$ cat src/rtl/petrc_pkg.sv
// petrc_pkg: shared types and constants for the pose error / target reach check
// holds the cordic arctangent table, register map codes and the tolerance bundle
// no dependencies
package petrc_pkg;

   localparam int GUARD_BITS    = 24;
   localparam int ATAN_ENTRIES  = 24;
   localparam int ZW            = 32;
   localparam int TOL_BITS      = 16;
   localparam int CSR_ADDR_BITS = 4;
   localparam int CSR_DATA_BITS = 32;

   typedef enum logic [1:0] {
      CSR_X_TOL = 2'd0,
      CSR_Y_TOL = 2'd1,
      CSR_H_TOL = 2'd2
   } csr_index_type;

   typedef struct packed {
      logic [TOL_BITS-1:0] x;
      logic [TOL_BITS-1:0] y;
      logic [TOL_BITS-1:0] h;
   } tol_type;

   // atan(2^-i) in 32-bit binary angle units, rounded to nearest
   function automatic logic [ZW-1:0] atan_angle(input int idx);
      logic [ZW-1:0] a;
      a = '0;
      unique case (idx)
         0:  a = 32'd536870912;
         1:  a = 32'd316933406;
         2:  a = 32'd167458907;
         3:  a = 32'd85004756;
         4:  a = 32'd42667331;
         5:  a = 32'd21354465;
         6:  a = 32'd10679838;
         7:  a = 32'd5340245;
         8:  a = 32'd2670163;
         9:  a = 32'd1335087;
         10: a = 32'd667544;
         11: a = 32'd333772;
         12: a = 32'd166886;
         13: a = 32'd83443;
         14: a = 32'd41722;
         15: a = 32'd20861;
         16: a = 32'd10430;
         17: a = 32'd5215;
         18: a = 32'd2608;
         19: a = 32'd1304;
         20: a = 32'd652;
         21: a = 32'd326;
         22: a = 32'd163;
         23: a = 32'd81;
         default: a = '0;
      endcase
      return a;
   endfunction

endpackage

$ cat src/rtl/petrc_csr.sv
// petrc_csr: apb-style register block holding the three reach tolerances
// depends on petrc_pkg
module petrc_csr import petrc_pkg::*; (
   input  logic                     clock,
   input  logic                     reset,
   input  logic                     psel,
   input  logic                     penable,
   input  logic                     pwrite,
   input  logic [CSR_ADDR_BITS-1:0] paddr,
   input  logic [CSR_DATA_BITS-1:0] pwdata,
   output logic [CSR_DATA_BITS-1:0] prdata,
   output logic                     pready,
   output tol_type                  tol
);

   tol_type       tol_ff;
   tol_type       tol_in;
   csr_index_type idx;
   logic          wr_en;

   assign idx    = csr_index_type'(paddr[3:2]);
   assign wr_en  = psel && penable && pwrite;
   assign pready = 1'b1;
   assign tol    = tol_ff;

   always_comb begin
      tol_in = tol_ff;
      if (wr_en) begin
         unique case (idx)
            CSR_X_TOL: tol_in.x = pwdata[TOL_BITS-1:0];
            CSR_Y_TOL: tol_in.y = pwdata[TOL_BITS-1:0];
            CSR_H_TOL: tol_in.h = pwdata[TOL_BITS-1:0];
            default:   tol_in   = tol_ff;
         endcase
      end
   end

   always_comb begin
      unique case (idx)
         CSR_X_TOL: prdata = CSR_DATA_BITS'(tol_ff.x);
         CSR_Y_TOL: prdata = CSR_DATA_BITS'(tol_ff.y);
         CSR_H_TOL: prdata = CSR_DATA_BITS'(tol_ff.h);
         default:   prdata = '0;
      endcase
   end

   always_ff @(posedge clock) begin
      if (reset) begin
         tol_ff <= '0;
      end else begin
         tol_ff <= tol_in;
      end
   end

endmodule

$ cat config.mk
export PLATFORM = sky130hd
export DESIGN_NAME = petrc_csr
export DESIGN_NICKNAME = d
export VERILOG_FILES = /design/src/rtl/petrc_pkg.sv /design/src/rtl/petrc_csr.sv
export SDC_FILE = /design/constraint.sdc
export NUM_CORES = 1
export LEC_CHECK = 0
export BUFFER_PORTS_ARGS = -buffer_cell sky130_fd_sc_hd__buf_2
export CORE_MARGIN = 3
export CORE_UTILIZATION = 41
export CTS_CLUSTER_SIZE = 30
export DETAILED_ROUTE_END_ITERATION = 7
export GPL_ROUTABILITY_DRIVEN = 0
export PLACE_DENSITY = 0.87
export SLEW_MARGIN = 20
export SYNTH_ARGS = -nofsm -noshare
export SYNTH_HDL_FRONTEND = slang
export SYNTH_SLANG_ARGS = --single-unit
$ cat constraint.sdc
create_clock -name clock -period 1.1 [get_ports clock]
set_input_delay 0.055 -clock clock [delete_from_list [all_inputs] [get_ports clock]]
set_output_delay 0.055 -clock clock [all_outputs]
set_load 0.005 [all_outputs]
## Yosys cells after proc, flatten, opt, wreduce, memory -nomap -nowiden

Cells that the tools add are included.

- Register bits: 48
- Output and inout port bits: 81
- Logic and storage cells: 12

- Eq/ne operators: 2
- Muxes and demuxes: 1
- Reduce and logical (&&, ||, !) cells: 6

Operators with widths:

| operator | count |
|---|---|
| $pmux W16 S3 | 1 |
| $reduce_and A2 Y1 | 3 |
| $eq A2 B1 Y1 const B | 1 |
| $eq A2 B2 Y1 const B | 1 |
| $logic_and A1 B1 Y1 | 2 |
| $logic_not A2 Y1 | 1 |

## Logic depth before layout (Yosys ltp)

Gate-level depths: netlist of the first run.

- Word-level depth: 3
- Depth in mapped cells: 5
- Depth with buffers taken out: 3

## Worst setup path before layout of the first run

Ideal clock, no wire load.

- Kind: input to register
- Start point: input port paddr[3]
- End point: register tol_ff, in the netlist tol[32]
- Setup time: 0.072 ns
- Arrival: 0.924 ns
- Data required time: 1.028 ns
- Path slack: 0.104 ns
- Stages on the path: 3
- Path buffers: 1
- Cells stage by stage: buf_2 nor3_2 mux2i_1

- Cells in the longest elaborated chain, start to end: 2

RTL lines:

| element | line | RTL |
|---|---|---|
| from (decl) | petrc_csr.sv:9 | `input logic [CSR_ADDR_BITS-1:0] paddr,` |
| $logic_not A2 Y1 | petrc_csr.sv:29 | `unique case (idx)` |
| $reduce_and A2 Y1 (no line) | - |  |
| to (signal assigned) | petrc_csr.sv:51 | `tol_ff <= tol_in;` |
| to (decl) | petrc_csr.sv:16 | `tol_type tol_ff;` |

Every way passes these cells.
A chain may end at the register's enable or synchronous reset.

## Worst setup path in the final report of the first run

- Start point: register tol_ff, in the netlist tol[44]
- End point: output port prdata[12]

- Cells in the longest elaborated chain, start to end: 1

RTL lines:

| element | line | RTL |
|---|---|---|
| $pmux W16 S3 | petrc_csr.sv:39 | `unique case (idx)` |
| to (decl) | petrc_csr.sv:11 | `output logic [CSR_DATA_BITS-1:0] prdata,` |

Every way passes these cells.

==> results.cfg, run 1 <==
[yosys]
synth_edf_count = 0
avgSynthCellArea_um2 = 9.71
syn_area_um2 = 2440
yosys_warnings = 0
synth_top_family_by_area = multiplexers
synth_cell_types = 17
ys_top_cells_by_count = mux2i_1 (64), nand2b_1 (64), dfxtp_1 (48)
synth-seq-cells = 48
synth_compound_area_share_pct = 3.29
synthCells = 251
synthMuxAreaShare_pct = 26.3
netlist_top_cells_area = dfxtp_1 (39%), mux2i_1 (26%), nand2b_1 (16%)
yosysSeqAreaShare_pct = 39.4
synthArstFlopShare_pct = 0
synthSimpleGateAreaFrac_pct = 21.8
synth_flop_cell = dfxtp_1
synthXorXnorAreaFrac_pct = 0
synth_top_area_share_pct = 39.4
yosysTopAreaCell = dfxtp_1
synth_fa_ha_area_share_pct = 0

[die]
start_util_pct = 43.2
core_area_um2 = 5640
die_x_um = 83.1
dieArea_um2 = 6900
ios = 122
fp.dieH_um = 83.1
num_rows = 27

[route]
ant_nets = 0
num_vias = 1975
drt_iter0_drc = 41
viasPerCell = 4.71
drc_errors = 0
wl_per_cell_um = 14.1
wirelength_um = 5910
first_pass_iters = 4

[final_layout]
largest_register_ffs = 48
final_net_count = 388
antenna_cells = 0
regArea_um2 = 998
post_route_cells_drive_above_1_share_pct = 43.2
fin_util_pct = 55.7
area_growth_pct = 28.9
fillers = 517
multi_input_area_um2 = 1320
layout.cells.non_filler = 419

[place]
numPortBuffers = 86
dpl_worst_slack_ps = -6.42
placedCellCount = 408
post-dp-hpwl_um = 4320

[critical_path]
critical_path_class = reg -> out
slowest_stage = dfxtp_2
cpPeakStageDelay_ps = 350
cp_data_required_time_ps = 1040
cp-start-kind = flip-flop
critical_path.max_fanout = 3
cp.arrival_ps = 1000
cp-end-kind = primary output
path_cells = mux2i_1 -> o21ai_1 -> buf_2

[sta]
fin_ws_ps = 41.1
hold_viol = 0
setup_viol = 0
drv_slew = 0
rsz0062_at_grt = yes
fin_crit_sh_pct = 96.3
period_minus_slack_ps = 1060
max_freq_mhz = 944
fin_skew_ps = 0

[power]
vdd_drop_max_mv = 0.491
p_leak_nw = 1.65
p_per_area_nw_per_um2 = 1030

[clock_network]
cts.sinks = 48
hold_buffers = 0
cts_inserted_buffers = 5
insertion_delay_ps = 290
htree_num_levels = 2
clkTransAtPathRegs_ps = 80
cts_buffer_depth = 2
cts_tree = built
cts.root.buffer_cell = clkbuf_8

[grt]
gr-total-overflow = 0
antenna_found_initial = 0
grt_pass1_vias = 1917
grt_pass1_wl_um = 9340
grtUsageTotal_pct = 16.5
grt_max_degree = 65

[status]
status = completed

[min_path]
hold_path.class = in -> reg

[job]
cap_violations = 0
==> critical path: cells and delay by family (launching register included) <==
family	cells	cell delay, ps
flops	1	350
compound gates	1	160
buf+inv	1	140
mux	1	70
==> per-stage QoR <==
step                instance area (µm²)  setup TNS, ps  power [mW]  hold slack (ps)
detailed placement                 2980          -15.4        2.16              377
global placement                   2980              0        2.16              363
global route                       3140          -59.2        3.37             60.6
CTS                                3070              0        3.25             67.8
floorplan                          2490              0        2.05              253
finish                             3140              0        3.23             62.1
==> cell usage in the layout (no fill, tap or decap), types with 3 or more instances in the layout <==
| master | instances |
|---|---|
| buf_4 | 19 |
| nand2b_1 | 64 |
| o21ai_1 | 13 |
| nand2_1 | 16 |
| conb_1 | 17 |
| mux2i_1 | 64 |
| buf_2 | 86 |
| o21ai_0 | 3 |
| dfxtp_2 | 30 |
| dfxtp_1 | 18 |
| buf_12 | 3 |
| clkbuf_8 | 7 |
==> kinds of logic (layout without fill, tap and decap cells) <==
| family | count (synthesis) | in the layout |
|---|---|---|
| and+or+nand+nor | 87 | 87 |
| muxes | 64 | 64 |
| DFF | 48 | 48 |
| buffers and inverters | 34 | 115 |
| AOI/OAI and AO/OA | 16 | 16 |
| other | 2 | 17 |
==> power by group <==
part | internal (mW) | switching [mW] | total [mW]
sequential | 1.76 | 0.0173 | 1.78
combinational | 0.173 | 0.177 | 0.351
clock | 0.560 | 0.546 | 1.11
==> timing repair <==
action | CTS | global route
pin swaps | 0 | 2
endpoints found under the setup margin | 4 | 16
buffers inserted | 0 | 4
resized for setup | 4 | 39
==> per-layer routing <==
layer	vias to the layer above	part of all wire (%)	track usage [%]	wire length [µm]
met4	0	1.3	4.16	74
met3	9	6.2	4.96	364
met5	-	0	0	0
li1	990	-	-	-
met1	911	44	20.2	2590
met2	65	49	28.3	2870
==> cell type report <==
| cell class | instances | share of cell area [%] |
|---|---|---|
| Multi-Input combinational cell | 184 | 42.1 |
| Sequential cell | 48 | 31.8 |
| Timing Repair Buffer | 108 | 20.2 |
| Clock buffer | 7 | 3.07 |
| Tap cell | 72 | 2.87 |
==> path summary, 6_finish.rpt <==
check | startpoint | to | slack, ps | depth (start not counted)
min | pwdata[7] | tol[39] | 60 | 3
min reg2reg | tol[47] | tol[47] | 480 | 2
max | tol[44] | prdata[12] | 40 | 3
max reg2reg | tol[28] | tol[28] | 430 | 3
Power figures use the tool's default switching activity.
==> run 2: changes to the inputs <==
--- a/config.mk
+++ b/config.mk
@@ -7,12 +7,12 @@
 export LEC_CHECK = 0
 export BUFFER_PORTS_ARGS = -buffer_cell sky130_fd_sc_hd__buf_2
 export CORE_MARGIN = 3
-export CORE_UTILIZATION = 41
+export CORE_UTILIZATION = 49
 export CTS_CLUSTER_SIZE = 30
 export DETAILED_ROUTE_END_ITERATION = 7
 export GPL_ROUTABILITY_DRIVEN = 0
-export PLACE_DENSITY = 0.87
-export SLEW_MARGIN = 20
+export PLACE_DENSITY = 0.95
+export SLEW_MARGIN = 25
 export SYNTH_ARGS = -nofsm -noshare
 export SYNTH_HDL_FRONTEND = slang
 export SYNTH_SLANG_ARGS = --single-unit
==> constraint.sdc (replaced) <==
create_clock -name clock -period 1.3 [get_ports clock]
set_input_delay 0.065 -clock clock [delete_from_list [all_inputs] [get_ports clock]]
set_output_delay 0.065 -clock clock [all_outputs]
set_load 0.005 [all_outputs]
==> run 2 against run 1 <==
Compared with the run above: sequential share of layout area grew 0.23 points; combinational power decreased by 23%; worst hold slack better by 26 ps; largest cell class unchanged.
==> results.cfg, run 2 (synthesized netlist as in run 1, its figures left out) <==
[route]
wirelength_um = 5480
drc_errors = 0
wl_per_cell_um = 13.6
first_pass_iters = 4
drt_iter0_drc = 60
num_vias = 1923
viasPerCell = 4.76
ant_nets = 0

[critical_path]
cp_data_required_time_ps = 1240
cp-start-kind = flip-flop
critical_path.max_fanout = 3
critical_path_class = reg -> out
cpPeakStageDelay_ps = 380
cp.arrival_ps = 1090
path_delay_family = flip-flops
crit_buf_inv = 1
slowest_stage = dfxtp_1
cp-end-kind = primary output
path_cells = mux2i_1 -> o21ai_0 -> buf_2

[final_layout]
layout_common_cells = buf_2 (86), mux2i_1 (64), nand2b_1 (64)
post_route_cells_drive_above_1_share_pct = 32.3
area_growth_pct = 23.2
final_net_count = 377
layout_commonest_cell = buf_2
antenna_cells = 0
largest_register_ffs = 48

[sta]
hold_viol = 0
rsz0062_at_grt = no
period_minus_slack_ps = 1160
fin_skew_ps = 0
setup_viol = 0
fin_crit_sh_pct = 88.9
setup-tns-final_ps = 0
drv_slew = 0
max_freq_mhz = 866

[power]
power.share.switching_pct = 22.2
seqPwrFrac_pct = 53.4
p_leak_nw = 1.57
power_mw = 2.81
clockPowerShare_pct = 37.0
internal_power_mw = 2.19
power_frac_comb_pct = 9.5
vdd_drop_max_mv = 0.754
switchingPower_mw = 0.625
p_per_area_nw_per_um2 = 938

[min_path]
hold_path.class = in -> reg

[grt]
grt_pass1_wl_um = 8940
grt_max_degree = 65
gr-total-overflow = 0
grtUsageTotal_pct = 18.3
grt_pass1_vias = 1915
antenna_found_initial = 0

[clock_network]
cts_inserted_buffers = 5
cts_tree = built
clkTransAtPathRegs_ps = 90
ctsResizeCount = 0
cts_setup_buffers = 0
insertion_delay_ps = 280
hold_buffers = 0
cts.root.buffer_cell = clkbuf_8
htree_num_levels = 2
cts.sinks = 48
cts_buffer_depth = 2

[die]
core_area_um2 = 4750
ios = 122
num_rows = 25
fp.dieH_um = 76.5
die_x_um = 76.5
dieArea_um2 = 5850
start_util_pct = 51.2

[job]
cap_violations = 0

[place]
post-dp-hpwl_um = 4190
numPortBuffers = 86

[status]
status = completed
## run 2: final timing paths
path               from        end  slack (ps)  depth (start not counted)
max             tol[18]  prdata[2]         140                          3
max reg2reg     tol[47]    tol[47]         650                          2
min          pwdata[12]    tol[44]          90                          3
min reg2reg     tol[24]    tol[24]         490                          2
## run 2: cell type report
type	instances	area, µm²
clock inverters	2	35.0
multi-input cells	184	1320
well taps	67	83.8
clock buffers	6	72.6
flip-flops and latches	48	961
fillers	440	1750
repair buffers	97	526
## run 2: worst reg2reg max path: stages, from the launching register on
cell and delay, ps:
dfxtp_1 380, nand2b_1 60, mux2i_1 140
## run 2: per-stage QoR
stage          setup slack, ps  utilization (%)  instances  area (µm²)  hold WS [ps]
2_1_floorplan              294                -        266        2490           263
3_3_place_gp               118             60.8        396        2890           371
3_5_place_dp              64.8             60.8        396        2890           381
4_1_cts                    161             63.1        404        3000          83.0
5_1_grt                   61.3             63.1        404        3000          92.0
6_report                   145             63.1        404        3000          88.2
## run 2: per-layer routing
metal / share of wire (%) / track usage, %
met5: 0 / 0
met4: 0.93 / 4.17
met3: 6.0 / 3.66
met2: 49 / 33.2
met1: 44 / 22.1
## run 2: power groups by stage
stage	sequential (mW)	clock [mW]	combinational [mW]
floorplan	1.54	0	0.199
global placement	1.54	0	0.264
detailed placement	1.54	0	0.270
CTS	1.50	1.05	0.271
global route	1.51	1.10	0.294
finish	1.50	1.04	0.269
