**src/rtl/petrc_pkg.sv**
```systemverilog
// petrc_pkg: shared types and constants for the pose error / target reach check
// holds the cordic arctangent table, register map codes and the tolerance bundle
// no dependencies
package petrc_pkg;

   localparam int GUARD_BITS    = 24;
   localparam int ATAN_ENTRIES  = 24;
   localparam int ZW            = 32;
   localparam int TOL_BITS      = 16;
   localparam int CSR_ADDR_BITS = 4;
   localparam int CSR_DATA_BITS = 32;

   typedef enum logic [1:0] {
      CSR_X_TOL = 2'd0,
      CSR_Y_TOL = 2'd1,
      CSR_H_TOL = 2'd2
   } csr_index_type;

   typedef struct packed {
      logic [TOL_BITS-1:0] x;
      logic [TOL_BITS-1:0] y;
      logic [TOL_BITS-1:0] h;
   } tol_type;

   // atan(2^-i) in 32-bit binary angle units, rounded to nearest
   function automatic logic [ZW-1:0] atan_angle(input int idx);
      logic [ZW-1:0] a;
      a = '0;
      unique case (idx)
         0:  a = 32'd536870912;
         1:  a = 32'd316933406;
         2:  a = 32'd167458907;
         3:  a = 32'd85004756;
         4:  a = 32'd42667331;
         5:  a = 32'd21354465;
         6:  a = 32'd10679838;
         7:  a = 32'd5340245;
         8:  a = 32'd2670163;
         9:  a = 32'd1335087;
         10: a = 32'd667544;
         11: a = 32'd333772;
         12: a = 32'd166886;
         13: a = 32'd83443;
         14: a = 32'd41722;
         15: a = 32'd20861;
         16: a = 32'd10430;
         17: a = 32'd5215;
         18: a = 32'd2608;
         19: a = 32'd1304;
         20: a = 32'd652;
         21: a = 32'd326;
         22: a = 32'd163;
         23: a = 32'd81;
         default: a = '0;
      endcase
      return a;
   endfunction

endpackage

```
**src/rtl/petrc_back.sv**
```systemverilog
// petrc_back: last pipeline stage; rounds the bearing, forms the wrapped heading
// error, checks the heading tolerance and holds the result; depends on petrc_pkg
module petrc_back import petrc_pkg::*; #(
   parameter int POS_BITS   = 16,
   parameter int ANGLE_BITS = 16,
   parameter int SW         = 2 * (POS_BITS + 1) + ANGLE_BITS + 2
) (
   input  logic                         clock,
   input  logic                         reset,
   input  logic                         in_valid,
   output logic                         in_ready,
   input  logic [ZW-1:0]                in_z,
   input  logic [SW-1:0]                in_side,
   input  logic [TOL_BITS-1:0]          tol_h,
   output logic                         out_valid,
   input  logic                         out_ready,
   output logic signed [POS_BITS:0]     error_x,
   output logic signed [POS_BITS:0]     error_y,
   output logic signed [ANGLE_BITS-1:0] heading_diff,
   output logic                         reached
);

   localparam int HW = ((ANGLE_BITS > TOL_BITS) ? ANGLE_BITS : TOL_BITS) + 1;
   localparam logic [ANGLE_BITS-1:0] H_MIN = {1'b1, {(ANGLE_BITS-1){1'b0}}};
   localparam logic [ANGLE_BITS-1:0] H_MAX = {1'b0, {(ANGLE_BITS-1){1'b1}}};

   logic signed [POS_BITS:0]   ex;
   logic signed [POS_BITS:0]   ey;
   logic [ANGLE_BITS-1:0]      heading;
   logic                       xy_ok;
   logic                       zero_vec;
   logic [ZW-1:0]              z_rnd;
   logic [ANGLE_BITS-1:0]      bearing;
   logic [ANGLE_BITS-1:0]      hraw;
   logic [ANGLE_BITS-1:0]      hneg;
   logic [ANGLE_BITS-1:0]      hmag;

   logic                       valid_ff;
   logic signed [POS_BITS:0]   ex_ff;
   logic signed [POS_BITS:0]   ey_ff;
   logic [ANGLE_BITS-1:0]      he_ff;
   logic                       reached_ff, reached_in;

   always_comb begin
      {ex, ey, heading, xy_ok, zero_vec} = in_side;
      z_rnd   = in_z + (ZW'(1) << (31 - ANGLE_BITS));
      bearing = zero_vec ? '0 : z_rnd[ZW-1 -: ANGLE_BITS];
      hraw    = heading - bearing;
      hneg    = -hraw;
      // magnitude saturates at the field maximum for the minus-pi case
      if (hraw == H_MIN) begin
         hmag = H_MAX;
      end else if (hraw[ANGLE_BITS-1]) begin
         hmag = hneg;
      end else begin
         hmag = hraw;
      end
      reached_in = xy_ok && (HW'(hmag) < HW'(tol_h));
   end

   assign in_ready     = !valid_ff || out_ready;
   assign out_valid    = valid_ff;
   assign error_x      = ex_ff;
   assign error_y      = ey_ff;
   assign heading_diff = he_ff;
   assign reached      = reached_ff;

   always_ff @(posedge clock) begin
      if (reset) begin
         valid_ff <= 1'b0;
      end else if (in_ready) begin
         valid_ff <= in_valid;
      end
   end

   always_ff @(posedge clock) begin
      if (in_ready && in_valid) begin
         ex_ff      <= ex;
         ey_ff      <= ey;
         he_ff      <= hraw;
         reached_ff <= reached_in;
      end
   end

endmodule

```
**config.mk**
```make
export PLATFORM = sky130hd
export DESIGN_NAME = petrc_back
export DESIGN_NICKNAME = d
export VERILOG_FILES = /design/src/rtl/petrc_pkg.sv /design/src/rtl/petrc_back.sv
export SDC_FILE = /design/constraint.sdc
export NUM_CORES = 1
export LEC_CHECK = 0
export ABC_AREA = 0
export BUFFER_PORTS_ARGS = -buffer_cell sky130_fd_sc_hd__buf_4
export CAP_MARGIN = 20
export CELL_PAD_IN_SITES_DETAIL_PLACEMENT = 0
export CELL_PAD_IN_SITES_GLOBAL_PLACEMENT = 2
export CORE_ASPECT_RATIO = 1.2
export CORE_MARGIN = 8
export CORE_UTILIZATION = 29
export CTS_CLUSTER_DIAMETER = 80
export DETAILED_ROUTE_END_ITERATION = 8
export HOLD_SLACK_MARGIN = 0.15
export PLACE_DENSITY_LB_ADDON = 0.1
export SYNTH_ARGS = -nofsm -noshare
export SYNTH_HDL_FRONTEND = slang
export SYNTH_SLANG_ARGS = --single-unit
```
**constraint.sdc**
```tcl
create_clock -name clock -period 6.4 [get_ports clock]
set_clock_uncertainty 0.15 [all_clocks]
set_input_delay 0.64 -clock clock [delete_from_list [all_inputs] [get_ports clock]]
set_output_delay 0.64 -clock clock [all_outputs]
set_load 0.01 [all_outputs]
```
After elaboration in Yosys (flattened, before gate mapping)
Index checks and enable logic that the tools add are counted.
Widths: inputs -> output; s select.
{ "op_classes": {"magnitude_cmp": 1, "reduce_logical": 4, "add_sub_neg": 3, "n_eq_ne": 1, "muxes": 3} }
{ "ops": {"columns": ["op", "n"], "rows": [
  ["$mux 16", 3],
  ["$add 32x16->32 const B", 1],
  ["$eq 16x16->1 const B", 1],
  ["$lt 16x16->1", 1],
  ["$neg 16->16", 1],
  ["$sub 16x16->16", 1],
  ["$logic_and 1x1->1", 2],
  ["$logic_not 1->1", 1],
  ["$logic_or 1x1->1", 1]
]} }
{ "totals": {"input_bits": 104, "elab_cells": 17, "out_inout_bits": 53, "reg_bits": 52} }

Logic depth before layout (Yosys ltp)
Gate-level depths: netlist of run 1.
{ "depth": {"depth_word": 8, "ltp_mapped": 28, "ltp_nobuf": 26} }

Least setup slack after synthesis of run 1
No wires, ideal clock.
{ "synth_timing": {"kind": "input -> register", "from": "input in_z[15]", "to": "register reached_ff, in the netlist reached, data pin", "setup_ps": 160, "cell_stages": 24, "path_buffers": 2, "t_arrival_ps": 5230, "path_slack_ps": 859, "required_time_ps": 6090, "cell_sequence": "ha_1 -> nand3_1 -> or3_1 -> clkbuf_1 -> xnor2_1 -> nand2b_1 -> ha_1 -> clkbuf_1 -> nand4_1 -> or2_2 -> o21ba_2 -> xnor2_1 -> nor3_4 -> nand3_2 -> a211oi_1 -> ha_1 -> a21o_1 -> a21o_1 -> a21oi_1 -> a2111o_1 -> a21oi_1 -> a2111oi_0 -> o21ai_0 -> a41oi_1"} }
{ "synth_via": {"elab_chain_cells": 8, "word_cells_on_any_way": 9, "cone_classes": "add/sub: 3; order compare: 1; eq/ne: 1; mux: 3; reduce/logical: 1"} }
{ "synth_rtl": {"columns": ["item", "line_no", "source"], "rows": [
  ["start: declaration", "petrc_back.sv:12", "input logic [ZW-1:0] in_z,"],
  ["$add 32x16->32 *", "petrc_back.sv:46", "z_rnd = in_z + (ZW'(1) << (31 - ANGLE_BITS));"],
  ["$mux 16 *", "petrc_back.sv:47", "bearing = zero_vec ? '0 : z_rnd[ZW-1 -: ANGLE_BITS];"],
  ["$sub 16x16->16 *", "petrc_back.sv:48", "hraw = heading - bearing;"],
  ["net hraw[11]", "petrc_back.sv:34", "logic [ANGLE_BITS-1:0] hraw;"],
  ["$neg 16->16", "petrc_back.sv:49", "hneg = -hraw;"],
  ["$mux 16", "petrc_back.sv:53", "end else if (hraw[ANGLE_BITS-1]) begin"],
  ["$mux 16 *", "petrc_back.sv:51", "if (hraw == H_MIN) begin"],
  ["$lt 16x16->1 *", "petrc_back.sv:58", "reached_in = xy_ok && (HW'(hmag) < HW'(tol_h));"],
  ["$logic_and 1x1->1 *", "petrc_back.sv:58", null],
  ["net reached_in", "petrc_back.sv:42", "logic reached_ff, reached_in;"],
  ["end signal: assignment", "petrc_back.sv:81", "reached_ff <= reached_in;"],
  ["end: declaration", "petrc_back.sv:42", null]
]} }
The timed path passes the listed nets; every way through them passes the cells marked *.
A chain may end at the register's enable or synchronous reset.

Worst setup path in the final report of run 1
{ "layout_timing": {"from": "input in_z[15]", "to": "register reached_ff, in the netlist reached, data pin"} }
{ "layout_via": {"elab_chain_cells": 8, "word_cells_on_any_way": 9, "cone_classes": "add/sub: 3; order compare: 1; eq/ne: 1; mux: 3; reduce/logical: 1"} }
{ "layout_rtl": {"columns": ["item", "line_no"], "rows": [
  ["$add 32x16->32 *", "petrc_back.sv:46"],
  ["$mux 16 *", "petrc_back.sv:47"],
  ["$sub 16x16->16 *", "petrc_back.sv:48"],
  ["$neg 16->16", "petrc_back.sv:49"],
  ["$mux 16", "petrc_back.sv:53"],
  ["$mux 16 *", "petrc_back.sv:51"],
  ["$lt 16x16->1 *", "petrc_back.sv:58"],
  ["$logic_and 1x1->1 *", "petrc_back.sv:58"],
  ["net reached_in", "petrc_back.sv:42"]
]} }
Marked as above.

==> results of run 1 <==
## worst reg2reg max path, cell delays in order (launching register included)
cell and delay [ns]:
dfxtp_1 0.31, nand2b_1 0.10, and2_2 0.30, buf_12 0.27
## state kept, by name (all words and copies together) (netlist names)
register,flops
heading_diff,16
error_x,17
reached,1
error_y,17
out_valid,1
## Yosys cell counts (2+ instances only)
| cell type | instances |
|---|---|
| a311oi_1 | 2 |
| xor2_1 | 3 |
| nor2b_1 | 6 |
| a21oi_2 | 3 |
| o21a_1 | 2 |
| a21oi_1 | 19 |
| o21ba_2 | 2 |
| nor4_1 | 3 |
| clkbuf_1 | 6 |
| nand2b_1 | 16 |
| o21ai_1 | 2 |
| or3_1 | 8 |
| ha_1 | 32 |
| nand3_1 | 12 |
| and3_1 | 9 |
| buf_2 | 4 |
| a21o_1 | 11 |
| nor2_1 | 22 |
| inv_1 | 29 |
| o21ai_0 | 15 |
| mux2i_1 | 3 |
| xnor2_1 | 17 |
| a221oi_2 | 2 |
| and2_1 | 5 |
| nor3_1 | 5 |
| nand2_1 | 15 |
| edfxtp_1 | 51 |
| o211ai_1 | 4 |
| or2_2 | 2 |
| a211oi_1 | 11 |
| a31o_2 | 2 |
| o311a_1 | 2 |
| nand4_1 | 7 |
| xnor2_2 | 2 |
## cell usage in the layout, fill, tap and decap left out, types with 5 or more instances in the layout
cell type	count
and3_1	9
nand4_1	7
buf_4	155
nand2_1	15
nand3_1	12
clkbuf_16	5
ha_1	32
or3_1	8
a21o_1	11
nor2b_1	6
xnor2_1	17
a21oi_1	19
nand2b_1	16
nor2_1	22
edfxtp_1	51
nor3_1	5
a211oi_1	11
inv_1	29
o21ai_0	15
## stage by stage
stage / power, mW / instances / area (sq um) / setup slack [ns] / hold WS, ns
floorplan: 0.6957 / 362 / 3740 / 0.8593 / 0.4430
global placement: 0.8697 / 670 / 5056 / 0.2356 / 0.3442
CTS: 1.148 / 678 / 5209 / 0.5019 / 0.3400
detailed placement: 0.8769 / 670 / 5056 / 0.2042 / 0.3679
finish: 1.128 / 679 / 5229 / 0.6237 / 0.3502
global route: 1.209 / 679 / 5229 / 0.1144 / 0.3522
## layer usage
metal	global-route usage, %	routed length (microns)
met3	2.614	662
met5	0	0
met4	3.953	136
met1	14.23	4484
met2	20.21	4784
## worst min path at each step
stage / startpoint / endpoint / slack (ns) / cells after the start
6_report: reset / out_valid / 0.35 / 2
5_1_grt: reset / out_valid / 0.35 / 2
4_1_cts: reset / out_valid / 0.34 / 2
3_5_place_dp: out_valid / out_valid / 0.37 / 2
3_3_place_gp: out_valid / out_valid / 0.34 / 2
2_1_floorplan: out_valid / out_valid / 0.44 / 2
## cells by family after synthesis
group           share of synthesized area (%)
compound gates                          17.60
buf+inv                                 4.449
xor+xnor                                5.989
mux                                     1.104
simple gates                            18.13
flops                                   41.49
fa+ha+maj                               11.24
## where the power goes
group | leakage (nW) | internal (mW) | switching (mW) | total, mW
clock | 0.0719 | 0.148 | 0.118 | 0.266
combinational | 1.69 | 0.211 | 0.234 | 0.445
sequential | 0.502 | 0.411 | 0.00717 | 0.418
## area by class of cell
class                           count  area, sq um  area share [%]
Clock buffer                        5        125.1           2.393
Clock inverter                      3        27.53          0.5264
Inverter                           30        112.6           2.154
Multi-Input combinational cell    269         2023           38.69
Sequential cell                    52         1551           29.67
Tap cell                          164        205.2           3.924
Timing Repair Buffer              156         1184           22.64
==> reports/metrics.yaml, run 1 <==
die_h_microns: 140.4
post_cts.repair.setup_buffers: 0
grt_pass1_vias: 3254
r2r_start: "out_valid"
async_reset_ff_share_pct: 0
cts.clk_slew.worst_paths_ns: 0.07
slew_viol_final: 0
syn_area_per_cell_sq_um: 10.33
htreeDepth: 2
cap_violations: 0
synthCells: 362
area_growth_pct: 39.81
max_freq_mhz: 173.1
vias: 3157
yosysUniqueCellTypes: 62
post-route-period-util_pct: 90.25
ys_seq_area_share_pct: 41.49
path_buf_inv: 1
crit_top_cell: "ha_1"
synth_area_leader_cell: "edfxtp_1"
drtPass1Iterations: 4
wire_per_inst_microns: 14.83
wirelength_microns: 10070
drt_iter0_markers: 92
start_util_pct: 29.65
netlist_top_cells_area: "edfxtp_1 (41%), ha_1 (11%), xnor2_1 (4.0%)"
critPathMaxFanout: 12
die_area_sq_um: 16800
rsz0062_at_grt: "false"
cts_sinks: 52
io_pins: 157
criticalPathCategory: "in -> reg"
clk_latency_ns: 0.29
grt.overflow.total: 0
hold_buffers: 0
dp_hpwl_microns: 8665
path_depth: 24
tightestPinTransition_ns: 0.6238
start_kind: "input port"
setup-tns-final_ns: 0
grt_max_degree: 52
crit_family: "simple AND/OR/NAND/NOR gates"
worstPathArrival_ns: 5.75
cts_tree: "yes"
drive_above_1_share_pct: 36.89
cts_buffer_depth: 2
synth_area_sq_um: 3740
portBuffers: 141
syn-num-nets: 499
netlist.area_leader.share_pct: 40.95
leakage_nw: 2.268
reg2reg_to: "error_x[1]"
cpMaxStageDelayCell: "or3_1"
power_density_nw_per_um2: 215.8
slowest_delay_ns: 0.49
ant_nets: 0
fp.dieW_microns: 119.7
num_rows: 45
min_period_ns: 5.776
cp-startpoint: "in_z[15]"
drc: 0
n_antenna_cell: 0
grt.total_usage_pct: 11.80
ctsResizeCount: 0
grt_pass1_wl_microns: 16220
ys_ff_latch: 52
end_kind: "register"
critPathRequiredTime_ns: 6.37
drt-vias-per-instance: 4.649
fin_nets: 651
crit_end: "reached"
cts_made_buffers: 5
grt_antenna_before_repair: 0
relSlewSlack_pct: 58.12
synth_edf_count: 51
reg2reg_depth: 3
cts-root-buf: "clkbuf_16"
crit_chain: "buf_4, ha_1, nand3_1, or3_1, xnor2_1, nand2b_1, ha_1, or3_1, nand2_1, o211ai_1, a21oi_2, nand4b_2, nor3_4, nand3_2, a211oi_1, ha_1, a21o_1, a21o_1, a21oi_1, a2111o_1, a21oi_1, a2111oi_0, o21ai_0, a41oi_1"
ys.flop_type: "edfxtp_1"
max-vdd-ir-drop_v: 0.0001256
fillers: 1276
gp_congestion: 0.7327
hold_class: "in -> reg"
outcome: "finished clean"
reg2reg_slack_ns: 4.93
timing.final.hold_violations: 0
setup_violations: 0
utilization_pct: 41.46
ys.warnings.count: 0
core_sq_um: 12610
(Power assumes the default switching activity.)
==> inputs of run 2 (changes only) <==
Settings changed: RECOVER_POWER set to 25.
==> reports/metrics.yaml, run 2 (synthesis gave the netlist of run 1 again) <==
final_common_cell: "buf_4"
die_area_sq_um: 16800  # unchanged
setup_violations: 0  # unchanged
pre_cts_ws_ns: 0.2042  # unchanged
worst_slack_ns: 0.6237  # -0.00001500 ns
p_seq_share_pct: 37.1  # about the same
grt_antenna_before_repair: 0  # unchanged
core_sq_um: 12610  # unchanged
fillers: 1276  # unchanged
max_freq_mhz: 173.1  # about the same
grt_pass1_vias: 3254  # unchanged
dp_hpwl_microns: 8665  # unchanged
drt_iter0_markers: 94  # +2.2%
portBuffers: 141  # unchanged
netSwitchingFraction_pct: 31.84  # +0.057 points
hold_class: "in -> reg"
drc: 0  # unchanged
die_h_microns: 140.4  # unchanged
highest_layer: "met4"
power_density_nw_per_um2: 215.7  # about the same
relSlewSlack_pct: 57.50  # -0.61 points
gp_congestion: 0.7327  # unchanged
post-route-period-util_pct: 90.25  # about the same
area_growth_pct: 39.78  # about the same
tightestPinTransition_ns: 0.6371  # +0.01331 ns
seqCellArea_sq_um: 1551  # unchanged
multi_input_area_sq_um: 2022  # about the same
wl_met2_microns: 4757  # -0.56%
drive_above_1_share_pct: 36.70  # -0.19 points
fp.dieW_microns: 119.7  # unchanged
max-vdd-ir-drop_v: 0.0001254  # -0.12%
outcome: "finished clean"
start_util_pct: 29.65  # unchanged
ctsResizeCount: 0  # unchanged
worstPathArrival_ns: 5.75  # about the same
grt_pass1_wl_microns: 16220  # unchanged
wirelength_microns: 10030  # -0.41%
critPathMaxFanout: 12  # unchanged
cts.clk_slew.worst_paths_ns: 0.07  # about the same
wire_per_inst_microns: 14.77  # -0.41%
n_antenna_cell: 0  # unchanged
p_sw_mw: 0.3590  # +0.10%
htreeDepth: 2  # unchanged
drt-vias-per-instance: 4.645  # about the same
cts-root-buf: "clkbuf_16"
drtPass1Iterations: 4  # unchanged
slew_viol_final: 0  # unchanged
post_cts.repair.setup_buffers: 0  # unchanged
grt.overflow.total: 0  # unchanged
met1_length_microns: 4521  # +0.83%
wl_met3_microns: 612  # -7.6%
clk_latency_ns: 0.29  # about the same
hold_buffers: 0  # unchanged
p_clk_share_pct: 23.6  # about the same
cts_made_buffers: 5  # unchanged
rsz0062_at_grt: "false"
io_pins: 157  # unchanged
layout_common_cells: "buf_4 (120), edfxtp_1 (51), clkbuf_4 (35), ha_1 (32), inv_1 (29)"
criticalPathCategory: "in -> reg"
grt.total_usage_pct: 11.80  # unchanged
cts_buffer_depth: 2  # unchanged
critPathRequiredTime_ns: 6.37  # about the same
cap_violations: 0  # unchanged
internal-power_mw: 0.7686  # -0.16%
pwr-share-comb_pct: 39.3  # about the same
grt_max_degree: 52  # unchanged
leakage_nw: 2.260  # -0.37%
fin_nets: 651  # unchanged
cts_sinks: 52  # unchanged
setup-tns-final_ns: 0  # unchanged
timing.final.hold_violations: 0  # unchanged
num_rows: 45  # unchanged
end_kind: "register"
ant_nets: 0  # unchanged
start_kind: "input port"
cts_tree: "yes"
vias: 3154  # -0.095%
min_period_ns: 5.776  # +0.00001500 ns
==> run 2: area by class of cell <==
| type | count | share of cell area [%] |
|---|---|---|
| Clock buffer | 5 | 2.393 |
| Sequential cell | 52 | 29.68 |
| Timing Repair Buffer | 156 | 22.64 |
| Tap cell | 164 | 3.925 |
| Clock inverter | 3 | 0.5266 |
| Multi-Input combinational cell | 269 | 38.68 |
| Inverter | 30 | 2.154 |
==> run 2: path summary, 6_finish.rpt <==
check            start         end  slack, ns  cells after the start
max reg2reg  out_valid  error_x[1]       4.64                      3
min              reset   out_valid       0.35                      2
max           in_z[15]     reached       0.62                     24
min reg2reg  out_valid   out_valid       0.38                      2
==> run 2: per-layer routing <==
layer	track usage [%]	vias to the layer above
li1	-	1655
met1	14.23	1388
met2	20.21	105
met3	2.614	6
met4	3.953	0
met5	0	-
==> run 2: power by group through the flow <==
stage | logic (mW) | registers (mW) | clock network [mW]
detailed placement | 0.450 | 0.427 | 0
CTS | 0.451 | 0.419 | 0.277
floorplan | 0.254 | 0.441 | 0
global placement | 0.444 | 0.425 | 0
finish | 0.443 | 0.418 | 0.266
global route | 0.497 | 0.421 | 0.290
==> run 2: worst max-delay path, stage by stage <==
cell and delay (ns):
buf_4 0.09, ha_1 0.17, nand3_1 0.15, or3_1 0.49
xnor2_1 0.17, nand2b_1 0.07, ha_1 0.41, or3_1 0.41
nand2_1 0.08, o211ai_1 0.10, a21oi_2 0.24, nand4b_2 0.24
nor3_4 0.34, nand3_2 0.21, a211oi_1 0.28, ha_1 0.29
a21o_1 0.16, a21o_1 0.16, a21oi_1 0.19, a2111o_1 0.18
a21oi_1 0.05, a2111oi_0 0.26, o21ai_0 0.14, a41oi_1 0.19
==> run 2: through the flow <==
| step | util (%) | hold WS, ns | instances | power, mW | instance area, sq um |
|---|---|---|---|---|---|
| after global routing | 41.45 | 0.3522 | 679 | 1.208 | 5228 |
| after detailed placement | 40.09 | 0.3679 | 670 | 0.8769 | 5056 |
| after floorplan | - | 0.4430 | 362 | 0.6957 | 3740 |
| final | 41.45 | 0.3506 | 679 | 1.128 | 5228 |
| after CTS | 41.30 | 0.3400 | 678 | 1.148 | 5209 |
| after global placement | 40.09 | 0.3442 | 670 | 0.8697 | 5056 |
