--- src/rtl/petrc_pkg.sv ---
// petrc_pkg: shared types and constants for the pose error / target reach check
// holds the cordic arctangent table, register map codes and the tolerance bundle
// no dependencies
package petrc_pkg;

   localparam int GUARD_BITS    = 24;
   localparam int ATAN_ENTRIES  = 24;
   localparam int ZW            = 32;
   localparam int TOL_BITS      = 16;
   localparam int CSR_ADDR_BITS = 4;
   localparam int CSR_DATA_BITS = 32;

   typedef enum logic [1:0] {
      CSR_X_TOL = 2'd0,
      CSR_Y_TOL = 2'd1,
      CSR_H_TOL = 2'd2
   } csr_index_type;

   typedef struct packed {
      logic [TOL_BITS-1:0] x;
      logic [TOL_BITS-1:0] y;
      logic [TOL_BITS-1:0] h;
   } tol_type;

   // atan(2^-i) in 32-bit binary angle units, rounded to nearest
   function automatic logic [ZW-1:0] atan_angle(input int idx);
      logic [ZW-1:0] a;
      a = '0;
      unique case (idx)
         0:  a = 32'd536870912;
         1:  a = 32'd316933406;
         2:  a = 32'd167458907;
         3:  a = 32'd85004756;
         4:  a = 32'd42667331;
         5:  a = 32'd21354465;
         6:  a = 32'd10679838;
         7:  a = 32'd5340245;
         8:  a = 32'd2670163;
         9:  a = 32'd1335087;
         10: a = 32'd667544;
         11: a = 32'd333772;
         12: a = 32'd166886;
         13: a = 32'd83443;
         14: a = 32'd41722;
         15: a = 32'd20861;
         16: a = 32'd10430;
         17: a = 32'd5215;
         18: a = 32'd2608;
         19: a = 32'd1304;
         20: a = 32'd652;
         21: a = 32'd326;
         22: a = 32'd163;
         23: a = 32'd81;
         default: a = '0;
      endcase
      return a;
   endfunction

endpackage

--- src/rtl/petrc_front.sv ---
// petrc_front: first pipeline stage; position errors, x/y tolerance checks and
// the half-plane fold that seeds the cordic; depends on petrc_pkg
module petrc_front import petrc_pkg::*; #(
   parameter int POS_BITS   = 16,
   parameter int ANGLE_BITS = 16,
   parameter int W          = POS_BITS + GUARD_BITS + 3,
   parameter int SW         = 2 * (POS_BITS + 1) + ANGLE_BITS + 2
) (
   input  logic                         clock,
   input  logic                         reset,
   input  logic                         in_valid,
   output logic                         in_ready,
   input  logic signed [POS_BITS-1:0]   actual_x,
   input  logic signed [POS_BITS-1:0]   actual_y,
   input  logic signed [ANGLE_BITS-1:0] actual_heading,
   input  logic signed [POS_BITS-1:0]   goal_x,
   input  logic signed [POS_BITS-1:0]   goal_y,
   input  tol_type                      tol,
   output logic                         out_valid,
   input  logic                         out_ready,
   output logic signed [W-1:0]          out_x,
   output logic signed [W-1:0]          out_y,
   output logic [ZW-1:0]                out_z,
   output logic [SW-1:0]                out_side
);

   localparam int TW = ((POS_BITS > TOL_BITS) ? POS_BITS : TOL_BITS) + 1;

   logic signed [POS_BITS:0] ex;
   logic signed [POS_BITS:0] ey;
   logic signed [POS_BITS:0] ex_neg;
   logic signed [POS_BITS:0] ey_neg;
   logic [POS_BITS-1:0]      abs_x;
   logic [POS_BITS-1:0]      abs_y;
   logic                     xy_ok;
   logic                     zero_vec;
   logic signed [W-1:0]      ex_s;
   logic signed [W-1:0]      ey_s;

   logic                     valid_ff;
   logic signed [W-1:0]      x_ff,    x_in;
   logic signed [W-1:0]      y_ff,    y_in;
   logic [ZW-1:0]            z_ff,    z_in;
   logic [SW-1:0]            side_ff, side_in;

   always_comb begin
      ex       = {actual_x[POS_BITS-1], actual_x} - {goal_x[POS_BITS-1], goal_x};
      ey       = {actual_y[POS_BITS-1], actual_y} - {goal_y[POS_BITS-1], goal_y};
      ex_neg   = -ex;
      ey_neg   = -ey;
      abs_x    = ex[POS_BITS] ? ex_neg[POS_BITS-1:0] : ex[POS_BITS-1:0];
      abs_y    = ey[POS_BITS] ? ey_neg[POS_BITS-1:0] : ey[POS_BITS-1:0];
      xy_ok    = (TW'(abs_x) < TW'(tol.x)) && (TW'(abs_y) < TW'(tol.y));
      zero_vec = (ex == '0) && (ey == '0);
      ex_s     = W'(ex) <<< GUARD_BITS;
      ey_s     = W'(ey) <<< GUARD_BITS;
      // the bearing vector is minus the error; fold it into the right half plane
      if (!ex[POS_BITS] && !zero_vec && (ex != '0)) begin
         x_in = ex_s;
         y_in = ey_s;
         z_in = {1'b1, {(ZW-1){1'b0}}};
      end else begin
         x_in = -ex_s;
         y_in = -ey_s;
         z_in = '0;
      end
      side_in = {ex, ey, actual_heading, xy_ok, zero_vec};
   end

   assign in_ready  = !valid_ff || out_ready;
   assign out_valid = valid_ff;
   assign out_x     = x_ff;
   assign out_y     = y_ff;
   assign out_z     = z_ff;
   assign out_side  = side_ff;

   always_ff @(posedge clock) begin
      if (reset) begin
         valid_ff <= 1'b0;
      end else if (in_ready) begin
         valid_ff <= in_valid;
      end
   end

   always_ff @(posedge clock) begin
      if (in_ready && in_valid) begin
         x_ff    <= x_in;
         y_ff    <= y_in;
         z_ff    <= z_in;
         side_ff <= side_in;
      end
   end

endmodule

--- config.mk ---
export PLATFORM = sky130hd
export DESIGN_NAME = petrc_front
export DESIGN_NICKNAME = d
export VERILOG_FILES = /design/src/rtl/petrc_pkg.sv /design/src/rtl/petrc_front.sv
export SDC_FILE = /design/constraint.sdc
export NUM_CORES = 1
export LEC_CHECK = 0
export BUFFER_PORTS_ARGS = -buffer_cell sky130_fd_sc_hd__buf_2
export CORE_MARGIN = 3
export CORE_UTILIZATION = 51
export CTS_CLUSTER_DIAMETER = 50
export DETAILED_ROUTE_END_ITERATION = 6
export HOLD_SLACK_MARGIN = 0.03
export PLACE_DENSITY = 0.94
export SLEW_MARGIN = 0
export SYNTH_ARGS = -nofsm -noshare
export SYNTH_HDL_FRONTEND = slang
export SYNTH_SLANG_ARGS = --single-unit
--- constraint.sdc ---
create_clock -name clock -period 6.85 [get_ports clock]
set_clock_uncertainty 0.1 [all_clocks]
set_input_delay 1.0275 -clock clock [delete_from_list [all_inputs] [get_ports clock]]
set_output_delay 1.0275 -clock clock [all_outputs]
set_load 0.03 [all_outputs]
* After elaboration in Yosys (flattened, before gate mapping)
Cells that the tools add are included.
** Storage, ports and cells
- Memory bits (writable) :: 0
- Bits in latches :: 0
- Memories kept :: 0
- ROM bits :: 0
- Register bits after elaboration :: 171
** Cells by class
- Bitwise operators :: 0
- Eq/ne operators :: 0
- Order comparisons :: 2
- Divide/modulo/power cells :: 0
- Multipliers :: 0
- Shift operators :: 0
- Add/subtract/negate cells :: 6
- Multiplexer cells :: 5
- Reduce and logical (&&, ||, !) cells :: 12
** Operators by type and width (count)
- two-way mux 43 bit :: 2
- negator 41 -> 43 bit :: 2
- zero test 17 bit :: 2
- subtractor 16 x 16 -> 17 bit :: 2
- less-than comparator 16 bit :: 2
- two-way mux 16 bit :: 2
- two-way mux 32 bit :: 1
- negator 16 bit :: 2
- nonzero test 17 bit :: 1
- logical AND 1 bit :: 5
- zero test 1 bit :: 3
- logical OR 1 bit :: 1

* Logic depth before layout (Yosys ltp)
Gate-level depths: netlist of run 1.
- Word-level depth :: 7
- Mapped depth :: 23

* Worst setup path after synthesis of run 1
OpenSTA, ideal clock, no wires.
- Path type :: input to register
- From :: in actual_x[0]
- To :: reg side_ff[1], in the netlist out_side[1] (data pin)
- Path slack :: 1.661 ns
- Cell stages on the path :: 23
- Setup time :: 0.269 ns
- Required time :: 6.481 ns
- Arrival time :: 4.820 ns
- Cells stage by stage :: inv_1 > ha_1 > fa_1 > and2b_1 > o31ai_2 > a2111oi_2 > o311a_1 > o22a_1 > buf_2 > inv_1 > buf_2 > buf_2 > nand2_1 > o21ai_0 > ha_1 > a21boi_0 > o21a_1 > o21a_1 > o21a_1 > o21a_1 > o21ai_0 > a2111oi_0 > nor3_1
** On the way
- Elaborated cells between the ends (all ways) :: 5
- Classes of those cells :: 2 x add/sub; 1 x order compare; 1 x mux; 1 x reduce/logical
** RTL lines
- start, declared :: RTL line petrc_front.sv:13 : input logic signed [POS_BITS-1:0] actual_x,
- subtractor 16 x 16 -> 17 bit :: RTL line petrc_front.sv:47 : ex = {actual_x[POS_BITS-1], actual_x} - {goal_x[POS_BITS-1], goal_x};
- net ex[16] :: RTL line petrc_front.sv:29 : logic signed [POS_BITS:0] ex;
- two-way mux 16 bit :: RTL line petrc_front.sv:51 : abs_x = ex[POS_BITS] ? ex_neg[POS_BITS-1:0] : ex[POS_BITS-1:0];
- less-than comparator 16 bit :: RTL line petrc_front.sv:53 : xy_ok = (TW'(abs_x) < TW'(tol.x)) && (TW'(abs_y) < TW'(tol.y));
- logical AND 1 bit :: RTL line petrc_front.sv:53
- net xy_ok :: RTL line petrc_front.sv:35 : logic xy_ok;
- end signal, assigned :: RTL line petrc_front.sv:90 : side_ff <= side_in;
- end, declared :: RTL line petrc_front.sv:44 : logic [SW-1:0] side_ff, side_in;
The timed path passes the listed nets, and every way through them passes these cells.
A chain may end at the register's enable or synchronous reset.

* Final worst setup path of run 1
- From :: in actual_x[0]
- To :: reg side_ff[1], in the netlist out_side[1] (data pin)
** On the way
- Cells in the longest elaborated chain, start to end :: 5
** RTL lines
- subtractor 16 x 16 -> 17 bit (*) :: RTL line petrc_front.sv:47
- negator 16 bit :: RTL line petrc_front.sv:49 : ex_neg = -ex;
- two-way mux 16 bit (*) :: RTL line petrc_front.sv:51
- less-than comparator 16 bit (*) :: RTL line petrc_front.sv:53
- logical AND 1 bit (*) :: RTL line petrc_front.sv:53
- net xy_ok :: RTL line petrc_front.sv:35
Mark *: on every way through the listed nets, which the timed path passes. The rest lies on a longest branch.

==> results of run 1 <==
-- through the flow --
step           instance area (um2)  setup slack, ps
5_1_grt                       9000            646.7
3_5_place_dp                  8703            869.2
4_1_cts                       9000             1224
6_report                      9000             1152
2_1_floorplan                 8107             1661
3_3_place_gp                  8703             1065
-- registers in the layout (all words and copies together), names as in the netlist --
| register | count |
|---|---|
| out_side | 50 |
| out_x | 19 |
| out_y | 19 |
| out_valid | 1 |
| out_z | 1 |
-- power groups by stage --
stage,Clock (W),Sequential (W),Combinational (W)
floorplan,0,0.000875,0.000623
global placement,0,0.000735,0.000945
detailed placement,0,0.000738,0.000969
CTS,0.000496,0.000726,0.000976
global route,0.000519,0.000730,0.00108
finish,0.000490,0.000726,0.000988
-- worst max-delay path: cells and delay by family --
kind / cells / cell delay (ps)
xor+xnor: 1 / 150
fa+ha+maj: 3 / 970
compound gates: 7 / 2120
buf+inv: 2 / 110
simple gates: 6 / 1400
-- how the worst min path moves through the flow --
stage | start | end | slack (ps) | cells past startpoint
final | out_valid$_SDFFE_PP0N_ | out_valid$_SDFFE_PP0N_ | 430 | 2
after global routing | out_valid$_SDFFE_PP0N_ | out_valid$_SDFFE_PP0N_ | 460 | 2
after CTS | out_valid$_SDFFE_PP0N_ | out_valid$_SDFFE_PP0N_ | 430 | 2
after floorplan | out_valid$_SDFFE_PP0N_ | out_valid$_SDFFE_PP0N_ | 760 | 2
after global placement | out_valid$_SDFFE_PP0N_ | out_valid$_SDFFE_PP0N_ | 400 | 2
after detailed placement | out_valid$_SDFFE_PP0N_ | out_valid$_SDFFE_PP0N_ | 410 | 2
-- cell type report --
class | count | area (um2)
fillers | 1247 | 5754
inverters | 90 | 337.8
clock buffers | 9 | 225.2
flip-flops and latches | 90 | 2693
repair buffers | 214 | 1086
well taps | 184 | 230.2
multi-input cells | 639 | 4357
clock inverters | 7 | 71.32
-- cells by family after synthesis --
kind of cell	Yosys count	share of synthesized area
AOI/OAI and AO/OA	216	0.1964
xor gates and xnor gates	44	0.05319
adders and majority gates	67	0.1093
buffers and inverters	197	0.1357
DFF	90	0.3448
muxes	7	0.009612
other	1	0.0004802
and+or+nand+nor	225	0.1506
-- Yosys cell counts (all sizes together), types with 15 or more instances --
library cell	number
a21oi	45
buf	92
clkbuf	15
edfxtp	89
ha	65
inv	88
nand2	47
nand3	21
nor2	51
nor3	18
o21a	15
o21ai	39
xnor2	28
xor2	16
-- layer usage --
layer / track usage / wire length (um)
met2: 0.3791 / 9617
met3: 0.04544 / 2066
met4: 0.06907 / 469
met1: 0.3008 / 8096
met5: 0 / 27
==> results by group, run 1 <==
Outcome
  • Status: completed

Route
  • Via density: between 5 and 6
  • Avg WL per Cell: approximately 16 um
  • Drt drc: 0
  • Via count: about 7,100
  • Final WL: between 20 and 25 mm
  • Final ANT Viol Nets: 0
  • Pre-antenna DRT Iters: 5
  • First-iteration detailed-routing DRC count: around 620

Job
  • Max cap viols: 0

Cells and area
  • Fin nets: roughly 1,200
  • Layout Cells excl Fill: roughly 1,200
  • Most frequent cells in the layout: buf_2, edfxtp_1, inv_1
  • Commonest non-fill, non-tap cell in the layout: buf_2
  • Core Util, Final: 0.6100
  • Syn-to-layout area delta: 15.24%
  • Fraction of layout cells with a size suffix above 1: 0.2479
  • N_diodes: 0

Synthesis
  • Synth top area share: 0.3422
  • Yosys reg bits: 90
  • YS warnings: 0
  • Top FF cell, synth: edfxtp_1
  • Synth top area cells: edfxtp_1, ha_1, buf_4
  • Mapped Cells: between 800 and 900
  • Synth area leader: edfxtp_1
  • Unique cell type count in the Yosys netlist: 87
  • Asr flop ratio synth: 0
  • Mapped cell area: approximately 8000 um2
  • Sequential share of the synthesized area: 0.3448
  • Post-synth EDFFs: ~90
  • Mapped Avg Cell Area: about 9.2 um2

Setup path
  • Reg-to-Reg Start: out_valid$_SDFFE_PP0N_
  • Req. time, crit path: 6940 ps
  • CP peak stage delay: approximately 610 ps
  • Critical path cell sequence: buf_2 -> inv_1 -> ha_1 -> fa_1 -> and2b_1 -> o31ai_2 -> a2111oi_2 -> o21ai_1 -> a222oi_1 -> nand3_1 -> o21a_1 -> xor2_1 -> ha_1 -> nor2b_1 -> o21ai_0 -> nand2_1 -> nor4_1 -> o21ai_0 -> nor3_1
  • Arr. time, crit path: just under 6000 ps
  • Worst Setup Start Kind: primary input
  • Crit path from: actual_x[0]
  • Slowest stage cell, crit path: a222oi_1
  • CP Capture Type: flop
  • Critical Path Fanout Max: 11
  • R2r setup slk: 4910 ps
  • Setup crit end: out_side[1]$_DFFE_PP_
  • Critical path type: in2reg
  • FF-to-FF path depth: 3
  • FF-to-FF End: out_side[10]$_DFFE_PP_

Floorplan
  • Die X: 129.8 um
  • Core Area: 14,750 um2
  • Num rows: between 40 and 50
  • Die Span Y: about 130 um
  • Top Ports: a little over 300
  • Initial Utilization: 0.5293
  • DIE AREA: around 17,000 um2

Global route
  • Vias in the first global route: 6,200
  • Initial antenna violation count: 2
  • Remaining Overflow, GRT: 0
  • Total GRT Usage: 0.2275
  • Largest net degree at the start of global routing: 90
  • First-pass GRT wire length: just over 30 mm

Clocking
  • Post-CTS Resized: 0
  • Clock Sinks: 90
  • CTS Root Buffer Type: clkbuf_16
  • Reg clk slew, reported paths: about 80 ps
  • Clock latency on the worst-skew pair: between 300 and 400 ps
  • CTS H-Tree Depth: 3
  • CTS Hold Bufs: 0
  • CTS Buffer Depth: 2
  • Post CTS Setup Buffer Count: 0
  • Clock tree from TritonCTS: built
  • CTS Buf Count: 9

STA
  • RSZ-0062 raised after global routing: false
  • Setup TNS: 0 ps
  • Minimum clock period: 5698 ps
  • Hold Violations, Final: 0
  • Count of final setup violators: 0
  • Max frequency: ~0.18 GHz
  • Slew Limit Fails: 0
  • Relative slew slack: 0.2384
  • Period utilization: 0.8318
  • Slew @ Worst Pin: between 1000 and 1500 ps
  • Hold slack: 428.5 ps

Pwr
  • Overall Power: around 0.0022 W
  • Comb pwr share: 0.448
  • LEAKAGE: roughly 4.2 nW
  • Switching power: between 0.0009 and 0.001 W
  • Sequential share of power: 0.329
  • Switch share: 0.4143
  • Int Power: 0.001291 W
  • Worst VDD drop: 0.1180 mV
  • Clock group share of total power: 0.222
  • Power per cell area: approximately 240 nW/um2

Place
  • Dpl hpwl: approximately 16 mm
  • Placed cells: between 1,000 and 1,500
  • Final GP Congestion: between 0.9 and 1
  • Port Buffers: approximately 210

Hold path
  • Hold WC Path Type: reg2reg
Power figures use the tool's default switching activity.
==> run 2: changes to the inputs <==
clock period = 5.8 ns   (was 6.85 ns; I/O delays follow)
==> results by group, run 2 (synthesized netlist as in run 1, its figures left out) <==
Outcome
  • Status: completed

STA
  • Period utilization: 0.9187
  • RSZ-0062 raised after global routing: false
  • Slew @ Worst Pin: 900.7 ps
  • Max frequency: 0.1877 GHz
  • Slew Limit Fails: 0
  • Setup TNS: 0 ps
  • Hold Violations, Final: 0
  • Minimum clock period: roughly 5300 ps
  • Hold slack: 430.0 ps
  • Relative slew slack: 0.3995
  • Count of final setup violators: 0

Place
  • Placed cells: between 1,000 and 1,500
  • Final GP Congestion: between 0.9 and 1
  • Port Buffers: ~210
  • Dpl hpwl: ~16 mm

Pwr
  • Worst VDD drop: around 0.13 mV
  • Switching power: roughly 0.0011 W
  • Switch share: 0.3970
  • Sequential share of power: 0.318
  • Power per cell area: 294.7 nW/um2
  • Int Power: ~0.0016 W
  • Clock group share of total power: 0.240
  • LEAKAGE: approximately 4.3 nW
  • Comb pwr share: 0.442

Cells and area
  • Fraction of layout cells with a size suffix above 1: 0.2564
  • Max FFs per register: 50
  • Syn-to-layout area delta: 16.82%
  • Most frequent cells in the layout: buf_2, edfxtp_1, inv_1
  • Sequential cell area: approximately 2700 um2
  • Fin nets: roughly 1,300
  • N_diodes: 0
  • Filler Cell Count: approximately 1,200
  • Multi-input logic area: 4357 um2
  • Layout Cells excl Fill: ~1,200
  • Commonest non-fill, non-tap cell in the layout: buf_2

Clocking
  • CTS Buffer Depth: 2
  • Reg clk slew, reported paths: 70 ps
  • Clock Sinks: 90
  • CTS Hold Bufs: 0
  • Post CTS Setup Buffer Count: 0
  • Clock tree from TritonCTS: built
  • CTS H-Tree Depth: 3
  • Post-CTS Resized: 0
  • Clock latency on the worst-skew pair: around 340 ps
  • CTS Root Buffer Type: clkbuf_16
  • CTS Buf Count: 9

Setup path
  • FF-to-FF path depth: 3
  • Reg-to-Reg Start: out_valid$_SDFFE_PP0N_
  • R2r setup slk: approximately 3800 ps
  • FF-to-FF End: out_y[28]$_DFFE_PP_
  • CP Capture Type: flop
  • Critical path type: in2reg
  • Critical Path Fanout Max: 8
  • Arr. time, crit path: roughly 5300 ps
  • Worst Setup Start Kind: primary input
  • Req. time, crit path: between 5000 and 6000 ps

Hold path
  • Worst hold path depth: 2
  • Hold WC Path Type: reg2reg
  • Hold Path Sink: out_valid$_SDFFE_PP0N_
  • Hold path startpoint: out_valid$_SDFFE_PP0N_

Floorplan
  • Top Ports: 304
  • DIE AREA: approximately 17,000 um2
  • Core Area: between 10,000 and 15,000 um2
  • Num rows: between 40 and 50
  • Die X: 129.8 um
  • Initial Utilization: 0.5293
  • Die Span Y: 129.8 um

Route
  • WL met2: between 9 and 10 mm
  • Pre-antenna DRT Iters: 5
  • Drt drc: 0
  • Final ANT Viol Nets: 0
  • Avg WL per Cell: ~16 um
  • Via count: 7,084
  • Via density: 5.690
  • Met1 wire length: 7.964 mm
  • Met3 WL post-DR: ~2.0 mm
  • Final WL: roughly 20 mm
  • Top sig layer: met5
  • First-iteration detailed-routing DRC count: ~660

Global route
  • First-pass GRT wire length: approximately 30 mm
  • Remaining Overflow, GRT: 0
  • Vias in the first global route: 6,172
  • Largest net degree at the start of global routing: 66
  • Total GRT Usage: 0.2244
  • Initial antenna violation count: 1

Job
  • Max cap viols: 0
## run 2: through the flow
step / total power, W / utilization / instance area (um2) / setup WS [ps]
4_1_cts: 0.002683 / 0.6184 / 9124 / 522.3
6_report: 0.002689 / 0.6184 / 9124 / 471.5
3_5_place_dp: 0.002035 / 0.5960 / 8793 / 182.3
2_1_floorplan: 0.001769 / - / 8107 / 768.6
5_1_grt: 0.002830 / 0.6184 / 9124 / 182.3
3_3_place_gp: 0.002001 / 0.5960 / 8793 / 248.1
## run 2: cell type report
cell class | count | area share
clock inverters | 7 | 0.01152
inverters | 90 | 0.03703
repair buffers | 226 | 0.1289
well taps | 184 | 0.02523
multi-input cells | 639 | 0.4775
flip-flops and latches | 90 | 0.2951
clock buffers | 9 | 0.02468
## run 2: how the worst max path moves through the flow
stage                startpoint               endpoint  depth (start not counted)
global placement    actual_y[0]  out_side[1]$_DFFE_PP_                         17
global route        actual_y[0]  out_side[1]$_DFFE_PP_                         19
detailed placement  actual_y[0]  out_side[1]$_DFFE_PP_                         17
CTS                 actual_y[0]  out_side[1]$_DFFE_PP_                         17
finish              actual_y[0]  out_side[1]$_DFFE_PP_                         17
floorplan           actual_x[0]  out_side[1]$_DFFE_PP_                         23
## run 2: worst max-delay path: stages
cell	delay [ps]
buf_2	80
inv_1	30
ha_1	220
fa_1	590
ha_1	290
nand3_1	100
mux2_2	320
a2111o_1	450
or4_1	680
nor3_4	290
nor2_1	80
xor2_1	170
ha_1	320
nand4_1	130
a2111oi_0	450
buf_4	200
nor3_1	40
## run 2: power by group through the flow
stage / clock network, W / logic (W) / registers (W)
final: 0.000646 / 0.00119 / 0.000855
after global routing: 0.000675 / 0.00129 / 0.000861
after CTS: 0.000653 / 0.00117 / 0.000856
after detailed placement: 0 / 0.00117 / 0.000868
after global placement: 0 / 0.00114 / 0.000865
after floorplan: 0 / 0.000736 / 0.00103
## run 2: routing by layer
layer	up-vias	GRT usage
met5	-	0
met4	2	0.07641
met3	49	0.03029
met2	439	0.3731
met1	3251	0.3031
li1	3343	-
